### src/hw/rtl/ensp_pkg.sv
package ensp_pkg;

    localparam int DATA_W    = 32;
    localparam int UPR_W     = 19;
    localparam int CFG_IDX_W = 2;
    localparam int PROD_W    = DATA_W + UPR_W;
    localparam int CNT_W     = $clog2(DATA_W + 1);

    localparam int REV_BITS_DEF = 18;
    localparam int TURNS_DEF    = 4096;

    localparam logic [UPR_W-1:0]  UPR_RST    = 19'd262144;
    localparam logic [DATA_W-1:0] TOTAL_RST  = 32'h4000_0000;
    localparam logic [DATA_W-1:0] PRESET_RST = 32'd100;
    localparam logic [DATA_W:0]   FULL_RANGE = 33'h1_0000_0000;

    typedef enum logic [CFG_IDX_W-1:0] {
        CFG_SCALE_EN = 2'd0,
        CFG_UPR      = 2'd1,
        CFG_TOTAL    = 2'd2,
        CFG_PRESET   = 2'd3
    } t_cfg_idx;

    typedef enum logic [1:0] {
        MODE_NONE     = 2'd0,
        MODE_UNSCALED = 2'd1,
        MODE_SCALED   = 2'd2
    } t_mode;

    typedef enum logic [2:0] {
        ST_IDLE,
        ST_MUL,
        ST_M1_START,
        ST_M1_WAIT,
        ST_CORR,
        ST_M2_START,
        ST_M2_WAIT,
        ST_OUT
    } t_state;

    typedef struct packed {
        logic cap_in;
        logic mul;
        logic mod1_start;
        logic corr;
        logic mod2_start;
        logic out_load;
    } t_cmd;

    typedef struct packed {
        logic mod_done;
        logic out_free;
    } t_sts;

endpackage

### src/hw/rtl/ensp_mod.sv
module ensp_mod (
    input  logic                         i_clk,
    input  logic                         i_rst_n,
    input  logic                         i_start,
    input  logic [ensp_pkg::DATA_W-1:0]  i_dividend,
    input  logic [ensp_pkg::DATA_W:0]    i_divisor,
    output logic                         o_done,
    output logic [ensp_pkg::DATA_W-1:0]  o_rem
);

    logic                         r_busy;
    logic                         r_done;
    logic [ensp_pkg::CNT_W-1:0]   r_cnt;
    logic [ensp_pkg::DATA_W-1:0]  r_rem;
    logic [ensp_pkg::DATA_W-1:0]  r_dvd;
    logic [ensp_pkg::DATA_W:0]    r_div;
    logic [ensp_pkg::DATA_W:0]    n_shift;
    logic [ensp_pkg::DATA_W:0]    n_sub;
    logic [ensp_pkg::DATA_W-1:0]  n_rem;

    // one quotient bit per cycle, msb first
    always_comb begin
        n_shift = {r_rem, r_dvd[ensp_pkg::DATA_W-1]};
        n_sub   = n_shift - r_div;
        n_rem   = (n_shift >= r_div) ? n_sub[ensp_pkg::DATA_W-1:0]
                                     : n_shift[ensp_pkg::DATA_W-1:0];
    end

    always_ff @(posedge i_clk) begin
        if (!i_rst_n) begin
            r_busy <= 1'b0;
            r_done <= 1'b0;
            r_cnt  <= '0;
        end else if (i_start) begin
            r_busy <= 1'b1;
            r_done <= 1'b0;
            r_cnt  <= ensp_pkg::CNT_W'(ensp_pkg::DATA_W);
        end else if (r_busy) begin
            r_cnt <= r_cnt - 1'b1;
            if (r_cnt == ensp_pkg::CNT_W'(1)) begin
                r_busy <= 1'b0;
                r_done <= 1'b1;
            end
        end else begin
            r_done <= 1'b0;
        end
    end

    always_ff @(posedge i_clk) begin
        if (i_start) begin
            r_rem <= '0;
            r_dvd <= i_dividend;
            r_div <= i_divisor;
        end else if (r_busy) begin
            r_rem <= n_rem;
            r_dvd <= {r_dvd[ensp_pkg::DATA_W-2:0], 1'b0};
        end
    end

    assign o_done = r_done;
    assign o_rem  = r_rem;

endmodule

### src/hw/rtl/ensp_dp.sv
module ensp_dp #(
    parameter int REV_BITS = ensp_pkg::REV_BITS_DEF,
    parameter int TURNS    = ensp_pkg::TURNS_DEF
) (
    input  logic                            i_clk,
    input  logic                            i_rst_n,
    input  ensp_pkg::t_cmd                  i_cmd,
    output ensp_pkg::t_sts                  o_sts,
    input  logic [ensp_pkg::DATA_W-1:0]     i_raw_count,
    input  logic                            i_preset_request,
    input  logic                            i_cfg_we,
    input  logic [ensp_pkg::CFG_IDX_W-1:0]  i_cfg_addr,
    input  logic [ensp_pkg::DATA_W-1:0]     i_cfg_wdata,
    output logic                            o_out_valid,
    input  logic                            i_out_ready,
    output logic [ensp_pkg::DATA_W-1:0]     o_position,
    output logic                            o_preset_taken
);

    localparam logic [63:0] NATIVE_FULL = (64'd1 << REV_BITS) * 64'(TURNS);
    localparam logic [ensp_pkg::DATA_W:0] NATIVE_RANGE =
        (NATIVE_FULL > 64'h1_0000_0000) ? ensp_pkg::FULL_RANGE
                                         : NATIVE_FULL[ensp_pkg::DATA_W:0];

    logic                            r_scale_en;
    logic [ensp_pkg::UPR_W-1:0]      r_upr;
    logic [ensp_pkg::DATA_W-1:0]     r_total;
    logic [ensp_pkg::DATA_W-1:0]     r_preset;
    logic [ensp_pkg::DATA_W-1:0]     r_offset;
    ensp_pkg::t_mode                 r_mode;
    logic [ensp_pkg::DATA_W-1:0]     r_raw;
    logic                            r_req;
    logic [ensp_pkg::PROD_W-1:0]     r_prod;
    logic [ensp_pkg::DATA_W-1:0]     r_v;
    logic                            r_out_valid;
    logic [ensp_pkg::DATA_W-1:0]     r_pos;
    logic                            r_taken;

    logic [ensp_pkg::PROD_W-1:0]     n_prod;
    logic [63:0]                     n_prod_sh;
    logic [ensp_pkg::DATA_W:0]       n_scaled_range;
    logic [ensp_pkg::DATA_W:0]       n_range;
    logic                            n_use_scale;
    logic [ensp_pkg::DATA_W-1:0]     n_offset;
    logic [ensp_pkg::DATA_W-1:0]     n_diff;
    logic [ensp_pkg::DATA_W-1:0]     n_v;
    logic                            n_mod_start;
    logic [ensp_pkg::DATA_W-1:0]     n_mod_dvd;
    logic [ensp_pkg::DATA_W:0]       n_mod_div;
    logic                            w_mod_done;
    logic [ensp_pkg::DATA_W-1:0]     w_mod_rem;

    always_ff @(posedge i_clk) begin
        if (!i_rst_n) begin
            r_scale_en <= 1'b0;
            r_upr      <= ensp_pkg::UPR_RST;
            r_total    <= ensp_pkg::TOTAL_RST;
            r_preset   <= ensp_pkg::PRESET_RST;
        end else if (i_cfg_we) begin
            unique case (ensp_pkg::t_cfg_idx'(i_cfg_addr))
                ensp_pkg::CFG_SCALE_EN: r_scale_en <= i_cfg_wdata[0];
                ensp_pkg::CFG_UPR:      r_upr      <= i_cfg_wdata[ensp_pkg::UPR_W-1:0];
                ensp_pkg::CFG_TOTAL:    r_total    <= i_cfg_wdata;
                ensp_pkg::CFG_PRESET:   r_preset   <= i_cfg_wdata;
            endcase
        end
    end

    always_comb begin
        n_prod         = {{ensp_pkg::DATA_W{1'b0}}, r_upr}
                       * {{ensp_pkg::UPR_W{1'b0}}, r_raw};
        n_prod_sh      = {{(64 - ensp_pkg::PROD_W){1'b0}}, r_prod} >> REV_BITS;
        n_scaled_range = (r_total == '0) ? ensp_pkg::FULL_RANGE : {1'b0, r_total};
        n_range        = r_scale_en ? n_scaled_range : NATIVE_RANGE;
        // scaling mode is taken from the state held before this item
        n_use_scale    = r_scale_en && (r_mode != ensp_pkg::MODE_UNSCALED);
        n_offset       = r_req ? (w_mod_rem - r_preset) : r_offset;
        n_diff         = w_mod_rem - n_offset;
        n_v            = n_diff[ensp_pkg::DATA_W-1] ? (n_diff + n_range[ensp_pkg::DATA_W-1:0])
                                                    : n_diff;
        n_mod_start    = i_cmd.mod1_start || i_cmd.mod2_start;
        if (i_cmd.mod2_start) begin
            n_mod_dvd = r_v;
            n_mod_div = n_range;
        end else if (n_use_scale) begin
            n_mod_dvd = n_prod_sh[ensp_pkg::DATA_W-1:0];
            n_mod_div = n_scaled_range;
        end else begin
            n_mod_dvd = r_raw;
            n_mod_div = NATIVE_RANGE;
        end
    end

    ensp_mod u_mod (
        .i_clk      (i_clk),
        .i_rst_n    (i_rst_n),
        .i_start    (n_mod_start),
        .i_dividend (n_mod_dvd),
        .i_divisor  (n_mod_div),
        .o_done     (w_mod_done),
        .o_rem      (w_mod_rem)
    );

    always_ff @(posedge i_clk) begin
        if (!i_rst_n) begin
            r_offset <= '0;
            r_mode   <= ensp_pkg::MODE_NONE;
        end else if (i_cmd.corr && r_req) begin
            r_offset <= n_offset;
            r_mode   <= r_scale_en ? ensp_pkg::MODE_SCALED : ensp_pkg::MODE_UNSCALED;
        end
    end

    always_ff @(posedge i_clk) begin
        if (i_cmd.cap_in) begin
            r_raw <= i_raw_count;
            r_req <= i_preset_request;
        end
        if (i_cmd.mul) begin
            r_prod <= n_prod;
        end
        if (i_cmd.corr) begin
            r_v <= n_v;
        end
    end

    // output register
    always_ff @(posedge i_clk) begin
        if (!i_rst_n) begin
            r_out_valid <= 1'b0;
        end else if (i_cmd.out_load) begin
            r_out_valid <= 1'b1;
        end else if (i_out_ready) begin
            r_out_valid <= 1'b0;
        end
    end

    always_ff @(posedge i_clk) begin
        if (i_cmd.out_load) begin
            r_pos   <= w_mod_rem;
            r_taken <= r_req;
        end
    end

    assign o_sts.mod_done = w_mod_done;
    assign o_sts.out_free = !r_out_valid || i_out_ready;
    assign o_out_valid    = r_out_valid;
    assign o_position     = r_pos;
    assign o_preset_taken = r_taken;

endmodule

### src/hw/rtl/ensp_ctrl.sv
module ensp_ctrl (
    input  logic            i_clk,
    input  logic            i_rst_n,
    input  logic            i_in_valid,
    output logic            o_in_ready,
    input  ensp_pkg::t_sts  i_sts,
    output ensp_pkg::t_cmd  o_cmd
);

    ensp_pkg::t_state r_state;
    ensp_pkg::t_state n_state;

    always_ff @(posedge i_clk) begin
        if (!i_rst_n) begin
            r_state <= ensp_pkg::ST_IDLE;
        end else begin
            r_state <= n_state;
        end
    end

    always_comb begin
        n_state = r_state;
        unique case (r_state)
            ensp_pkg::ST_IDLE: begin
                if (i_in_valid) begin
                    n_state = ensp_pkg::ST_MUL;
                end
            end
            ensp_pkg::ST_MUL:      n_state = ensp_pkg::ST_M1_START;
            ensp_pkg::ST_M1_START: n_state = ensp_pkg::ST_M1_WAIT;
            ensp_pkg::ST_M1_WAIT: begin
                if (i_sts.mod_done) begin
                    n_state = ensp_pkg::ST_CORR;
                end
            end
            ensp_pkg::ST_CORR:     n_state = ensp_pkg::ST_M2_START;
            ensp_pkg::ST_M2_START: n_state = ensp_pkg::ST_M2_WAIT;
            ensp_pkg::ST_M2_WAIT: begin
                if (i_sts.mod_done) begin
                    n_state = ensp_pkg::ST_OUT;
                end
            end
            ensp_pkg::ST_OUT: begin
                if (i_sts.out_free) begin
                    n_state = ensp_pkg::ST_IDLE;
                end
            end
            default: n_state = ensp_pkg::ST_IDLE;
        endcase
    end

    always_comb begin
        o_cmd      = '0;
        o_in_ready = 1'b0;
        unique case (r_state)
            ensp_pkg::ST_IDLE: begin
                o_in_ready   = 1'b1;
                o_cmd.cap_in = i_in_valid;
            end
            ensp_pkg::ST_MUL:      o_cmd.mul        = 1'b1;
            ensp_pkg::ST_M1_START: o_cmd.mod1_start = 1'b1;
            ensp_pkg::ST_CORR:     o_cmd.corr       = 1'b1;
            ensp_pkg::ST_M2_START: o_cmd.mod2_start = 1'b1;
            ensp_pkg::ST_OUT:      o_cmd.out_load   = i_sts.out_free;
            default: o_cmd = '0;
        endcase
    end

endmodule

### src/hw/rtl/encoder_scale_and_preset_top.sv
// each input goes through the multiply state, a pass of the 32-step bit-serial
//   modulo unit, the correction state, a second modulo pass and the handoff state,
//   which waits until the output register is free; one item is in flight at a time
// the input is taken again while a finished result waits in the output register
// reset: synchronous active-low i_rst_n clears offset, preset mode, config registers
//   to their defaults and the controller to idle; no clearing pass
module encoder_scale_and_preset_top #(
    parameter int REV_BITS = ensp_pkg::REV_BITS_DEF,
    parameter int TURNS    = ensp_pkg::TURNS_DEF
) (
    input  logic                            i_clk,
    input  logic                            i_rst_n,
    input  logic                            s_axis_tvalid,
    output logic                            s_axis_tready,
    input  logic [ensp_pkg::DATA_W-1:0]     s_axis_tdata,   // raw_count
    input  logic                            s_axis_tuser,   // preset_request
    output logic                            m_axis_tvalid,
    input  logic                            m_axis_tready,
    output logic [ensp_pkg::DATA_W-1:0]     m_axis_tdata,   // position
    output logic                            m_axis_tuser,   // preset_taken
    input  logic                            i_cfg_we,
    input  logic [ensp_pkg::CFG_IDX_W-1:0]  i_cfg_addr,
    input  logic [ensp_pkg::DATA_W-1:0]     i_cfg_wdata
);

    ensp_pkg::t_cmd w_cmd;
    ensp_pkg::t_sts w_sts;

    ensp_ctrl u_ctrl (
        .i_clk      (i_clk),
        .i_rst_n    (i_rst_n),
        .i_in_valid (s_axis_tvalid),
        .o_in_ready (s_axis_tready),
        .i_sts      (w_sts),
        .o_cmd      (w_cmd)
    );

    ensp_dp #(
        .REV_BITS (REV_BITS),
        .TURNS    (TURNS)
    ) u_dp (
        .i_clk            (i_clk),
        .i_rst_n          (i_rst_n),
        .i_cmd            (w_cmd),
        .o_sts            (w_sts),
        .i_raw_count      (s_axis_tdata),
        .i_preset_request (s_axis_tuser),
        .i_cfg_we         (i_cfg_we),
        .i_cfg_addr       (i_cfg_addr),
        .i_cfg_wdata      (i_cfg_wdata),
        .o_out_valid      (m_axis_tvalid),
        .i_out_ready      (m_axis_tready),
        .o_position       (m_axis_tdata),
        .o_preset_taken   (m_axis_tuser)
    );

endmodule
### config.mk
export PLATFORM = sky130hd
export DESIGN_NAME = encoder_scale_and_preset_top
export DESIGN_NICKNAME = d
export VERILOG_FILES = /design/src/hw/rtl/ensp_pkg.sv /design/src/hw/rtl/ensp_mod.sv /design/src/hw/rtl/ensp_dp.sv /design/src/hw/rtl/ensp_ctrl.sv /design/src/hw/rtl/encoder_scale_and_preset_top.sv
export SDC_FILE = /design/constraint.sdc
export NUM_CORES = 2
export LEC_CHECK = 0
export CAP_MARGIN = 20
export CORE_UTILIZATION = 40
export DETAILED_ROUTE_END_ITERATION = 10
export DONT_BUFFER_PORTS = 1
export SYNTH_ARGS = -nofsm -noshare
export SYNTH_HDL_FRONTEND = slang
export SYNTH_SLANG_ARGS = --single-unit
### constraint.sdc
create_clock -name i_clk -period 17.3 [get_ports i_clk]
set_input_delay 0 -clock i_clk [delete_from_list [all_inputs] [get_ports i_clk]]
set_output_delay 0 -clock i_clk [all_outputs]
set_load 0.1 [all_outputs]
==> impl_metrics.tcl <==
set metrics [dict create \
    critical_path.startpoint "u_dp.r_raw[10]" \
    synth_async_sr_flop_share_pct 0 \
    slew_viol_final 0 \
    setup_ws_ns 9.08 \
    fp.dieH_um 313 \
    postLayoutCoreUtil_pct 44.1 \
    tns_ns 0 \
    synth_enable_flop_cells 195 \
    status "completed" \
    vias 28700 \
    hold_path_class "in -> reg" \
    synthCells 4194 \
    coreArea_um2 95600 \
    power_density_nw_per_um2 126 \
    htreeDepth 2 \
    met3_length_um 5740 \
    clkSlewWorstSetupHoldPaths_ns 0.06 \
    viasPerCell 5.26 \
    synth-seq-cells 357 \
    cts_buffer_depth 3 \
    r2r_end "u_dp.r_prod[49]" \
    required_ns 17.62 \
    cts_resized 0 \
    wirelength_um 104000 \
    hold_violations 0 \
    grt_pass1_wl_um 165000 \
    post-route-period-util_pct 47.5 \
    syn_avg_cell_area_um2 9.25 \
    crit_top_cell "fa_1" \
    met2WireLength_um 48300 \
    crit_path_end_kind "flop" \
    gr-total-overflow 0 \
    dp_hpwl_um 75600 \
    initial_core_util_pct 40.6 \
    wl_met1_um 47300 \
    period_minus_slack_ns 8.22 \
    worstSetupPathType "reg -> reg" \
    arrival_ns 8.54 \
    top_layer "met5" \
    slowest_delay_ns 0.71 \
    drive_gt1_share_pct 5.08 \
    row_count 113 \
    cts_tree "yes" \
    r2r_setup_slack_ns 9.08 \
    clkSinkCount 357 \
    clockRootBuffer "clkbuf_16" \
    insertion_delay_ns 0.58 \
    synth.cell_area_um2 38800 \
    multi_input_area_um2 26500 \
    ir_worst_vdd_mv 0.200 \
    portBuffers 0 \
    globalplace.congestion 0.904 \
    ys_warn_count 0 \
    reg2reg_from "u_dp.r_raw[10]" \
    grt_max_degree 126 \
    critPathMaxFanout 20 \
    regArea_um2 9100 \
    numCtsBuffers 41 \
    nets 4983 \
    antenna_found_initial 5 \
    nFillCells 9291 \
    wl_per_cell_um 19.0 \
    post_cts_buffers 0 \
    cap_violations 0 \
    maxSlewHeadroom_pct 27.1 \
    rsz0062_at_grt "false" \
    synth.distinct_cells 89 \
    cpMaxStageDelayCell "edfxtp_1" \
    die-area_um2 98200 \
    ant_nets 0 \
    p_leak_nw 19.2 \
    drt_iter0_markers 2097 \
    grt_pass1_vias 29200 \
    grtUsageTotal_pct 21.4 \
    ios 107 \
    place_ws_ns 9.20 \
    fin_skew_ns 0.0191 \
    worst-slew-pin-transition_ns 1.09 \
    setup_viol 0 \
    syn2layout_area_growth_pct 8.73 \
    first_pass_iters 5 \
    drcViolationCount 0 \
    endpoint "u_dp.r_prod[49]" \
    cp-start-kind "flop" \
    synth_fp_nets 5018 \
    yosysSeqAreaShare_pct 23.5 \
    fmax_mhz 122 \
    r2r_cells 26 \
    die_x_um 313 \
    synth-main-ff-cell "edfxtp_1" \
]
[cell type report]
| type | instances | share of cell area [%] |
|---|---|---|
| Clock inverter | 18 | 0.249 |
| Clock buffer | 55 | 2.68 |
| Inverter | 625 | 5.56 |
| Multi-Input combinational cell | 2989 | 62.9 |
| Tap cell | 1265 | 3.75 |
| Timing Repair Buffer | 145 | 3.23 |
| Sequential cell | 357 | 21.6 |
| Antenna cell | 3 | 0.0178 |
[kinds of logic (layout without fill, tap and decap cells)]
| group | after synthesis | after routing | synth area share [%] |
|---|---|---|---|
| and+or+nand+nor | 1339 | 1339 | 16.3 |
| DFF | 357 | 357 | 23.5 |
| xor gates and xnor gates | 149 | 149 | 3.40 |
| adders and majority gates | 761 | 761 | 34.4 |
| AOI/OAI and AO/OA | 633 | 633 | 11.1 |
| buffers and inverters | 848 | 843 | 8.30 |
| muxes | 107 | 107 | 3.13 |
| other | 0 | 3 | 0 |
[through the flow]
stage / instances / total power [W] / hold slack [ns] / cell area (um2)
2_1_floorplan: 4194 / 0.00380 / 0.0989 / 38800
3_3_place_gp: 5290 / 0.00443 / 0.0963 / 40000
3_5_place_dp: 5290 / 0.00446 / 0.0982 / 40000
4_1_cts: 5452 / 0.00535 / 0.0124 / 42100
5_1_grt: 5454 / 0.00573 / 0.0217 / 42200
6_report: 5457 / 0.00531 / 0.0533 / 42200
[worst max-delay path: cells and delay by family, from the launching register on]
kind                     cells  cell delay, ns
AO/OA/AOI/OAI                8            2.61
XOR/XNOR                     1            0.12
adder cells (fa/ha/maj)      7            3.24
buffers and inverters        4            0.20
flip-flops                   1            0.71
AND/OR/NAND/NOR              6            1.06
[sequential cells by signal, summed over array words and instances, names as in the netlist, 32 cells and up]
signal / flops
u_dp.o_position: 32
u_dp.r_offset: 32
u_dp.r_preset: 32
u_dp.r_prod: 32
u_dp.r_raw: 32
u_dp.r_total: 32
u_dp.r_v: 32
u_dp.u_mod.o_rem: 32
u_dp.u_mod.r_div: 33
u_dp.u_mod.r_dvd: 32
[report_power, final]
| group | total (W) | leakage [nW] | switching (W) | internal [W] |
|---|---|---|---|---|
| Sequential | 0.00121 | 3.11 | 0.000120 | 0.00109 |
| Clock | 0.000832 | 0.600 | 0.000373 | 0.000459 |
| Combinational | 0.00326 | 15.5 | 0.00177 | 0.00149 |
[worst min-delay path by stage]
stage / from / endpoint / slack [ns] / cells past startpoint
4_1_cts: s_axis_tdata[27] / u_dp.r_raw[27] / 0.01 / 1
5_1_grt: s_axis_tdata[19] / u_dp.r_raw[19] / 0.02 / 1
6_report: s_axis_tdata[22] / u_dp.r_raw[22] / 0.05 / 1
2_1_floorplan: s_axis_tdata[0] / u_dp.r_raw[0] / 0.1 / 0
3_5_place_dp: i_rst_n / u_dp.r_upr[18] / 0.1 / 1
3_3_place_gp: i_rst_n / u_dp.r_total[30] / 0.1 / 1
[cell usage in the layout, fill, tap and decap left out, drive strengths merged, types with 55 or more instances in the layout]
cell type / instances
a21boi: 109
a21o: 55
a21oi: 137
and2: 277
buf: 57
clkbuf: 55
dfxtp: 162
dlygate4sd3: 88
edfxtp: 195
fa: 511
ha: 241
inv: 627
mux2i: 75
nand2: 689
nor2: 133
o21ai: 139
xnor2: 105
[cells in the mapped netlist, types with 4 or more instances]
cell      instances  area, um2
nor3_1           34        170
o21bai_1         15        113
a31oi_4           4       85.1
o211a_1           7       70.1
nor2b_1          29        181
mux2_4           28        420
nand2b_1         21        131
mux2i_1          75        751
o211ai_1          8       60.1
and2_1          277       1730
xor2_1           43        377
o31ai_1           7       52.6
nor3b_1           5       37.5
inv_1           625       2350
dfxtp_1         162       3240
a211oi_1         15        113
o21a_1           27        203
nor4_1           12       75.1
edfxtp_1        195       5860
o21ai_1          13       65.1
ha_1            241       3020
a21o_1           53        398
a22oi_1          32        240
nand4_1          20        125
mux2_2            4       45.0
buf_1             5       18.8
maj3_1            7       70.1
o21ai_0         126        631
a211o_1           5       43.8
a21oi_1         134        671
fa_1            511      10200
or3_1            11       68.8
and3_1           53        332
nand3_1          31        155
xnor2_1         104        911
nand2_1         689       2590
a21boi_0        106        796
or2_2             6       37.5
a31oi_1          18        113
clkbuf_1        209        785
buf_2             4       20.0
nor2_1          133        499
[metal layers]
layer | vias to the layer above | GRT usage (%)
li1 | 13400 | -
met1 | 14400 | 29.6
met2 | 774 | 35.3
met3 | 155 | 2.96
met4 | 4 | 5.38
met5 | - | 0
[repair_timing]
item | 4_1_cts | 5_1_grt
hold buffers | 89 | 0
hold endpoints to repair | 163 | 0
endpoints found under the setup margin | 0 | 0
Power figures use the tool's default switching activity.
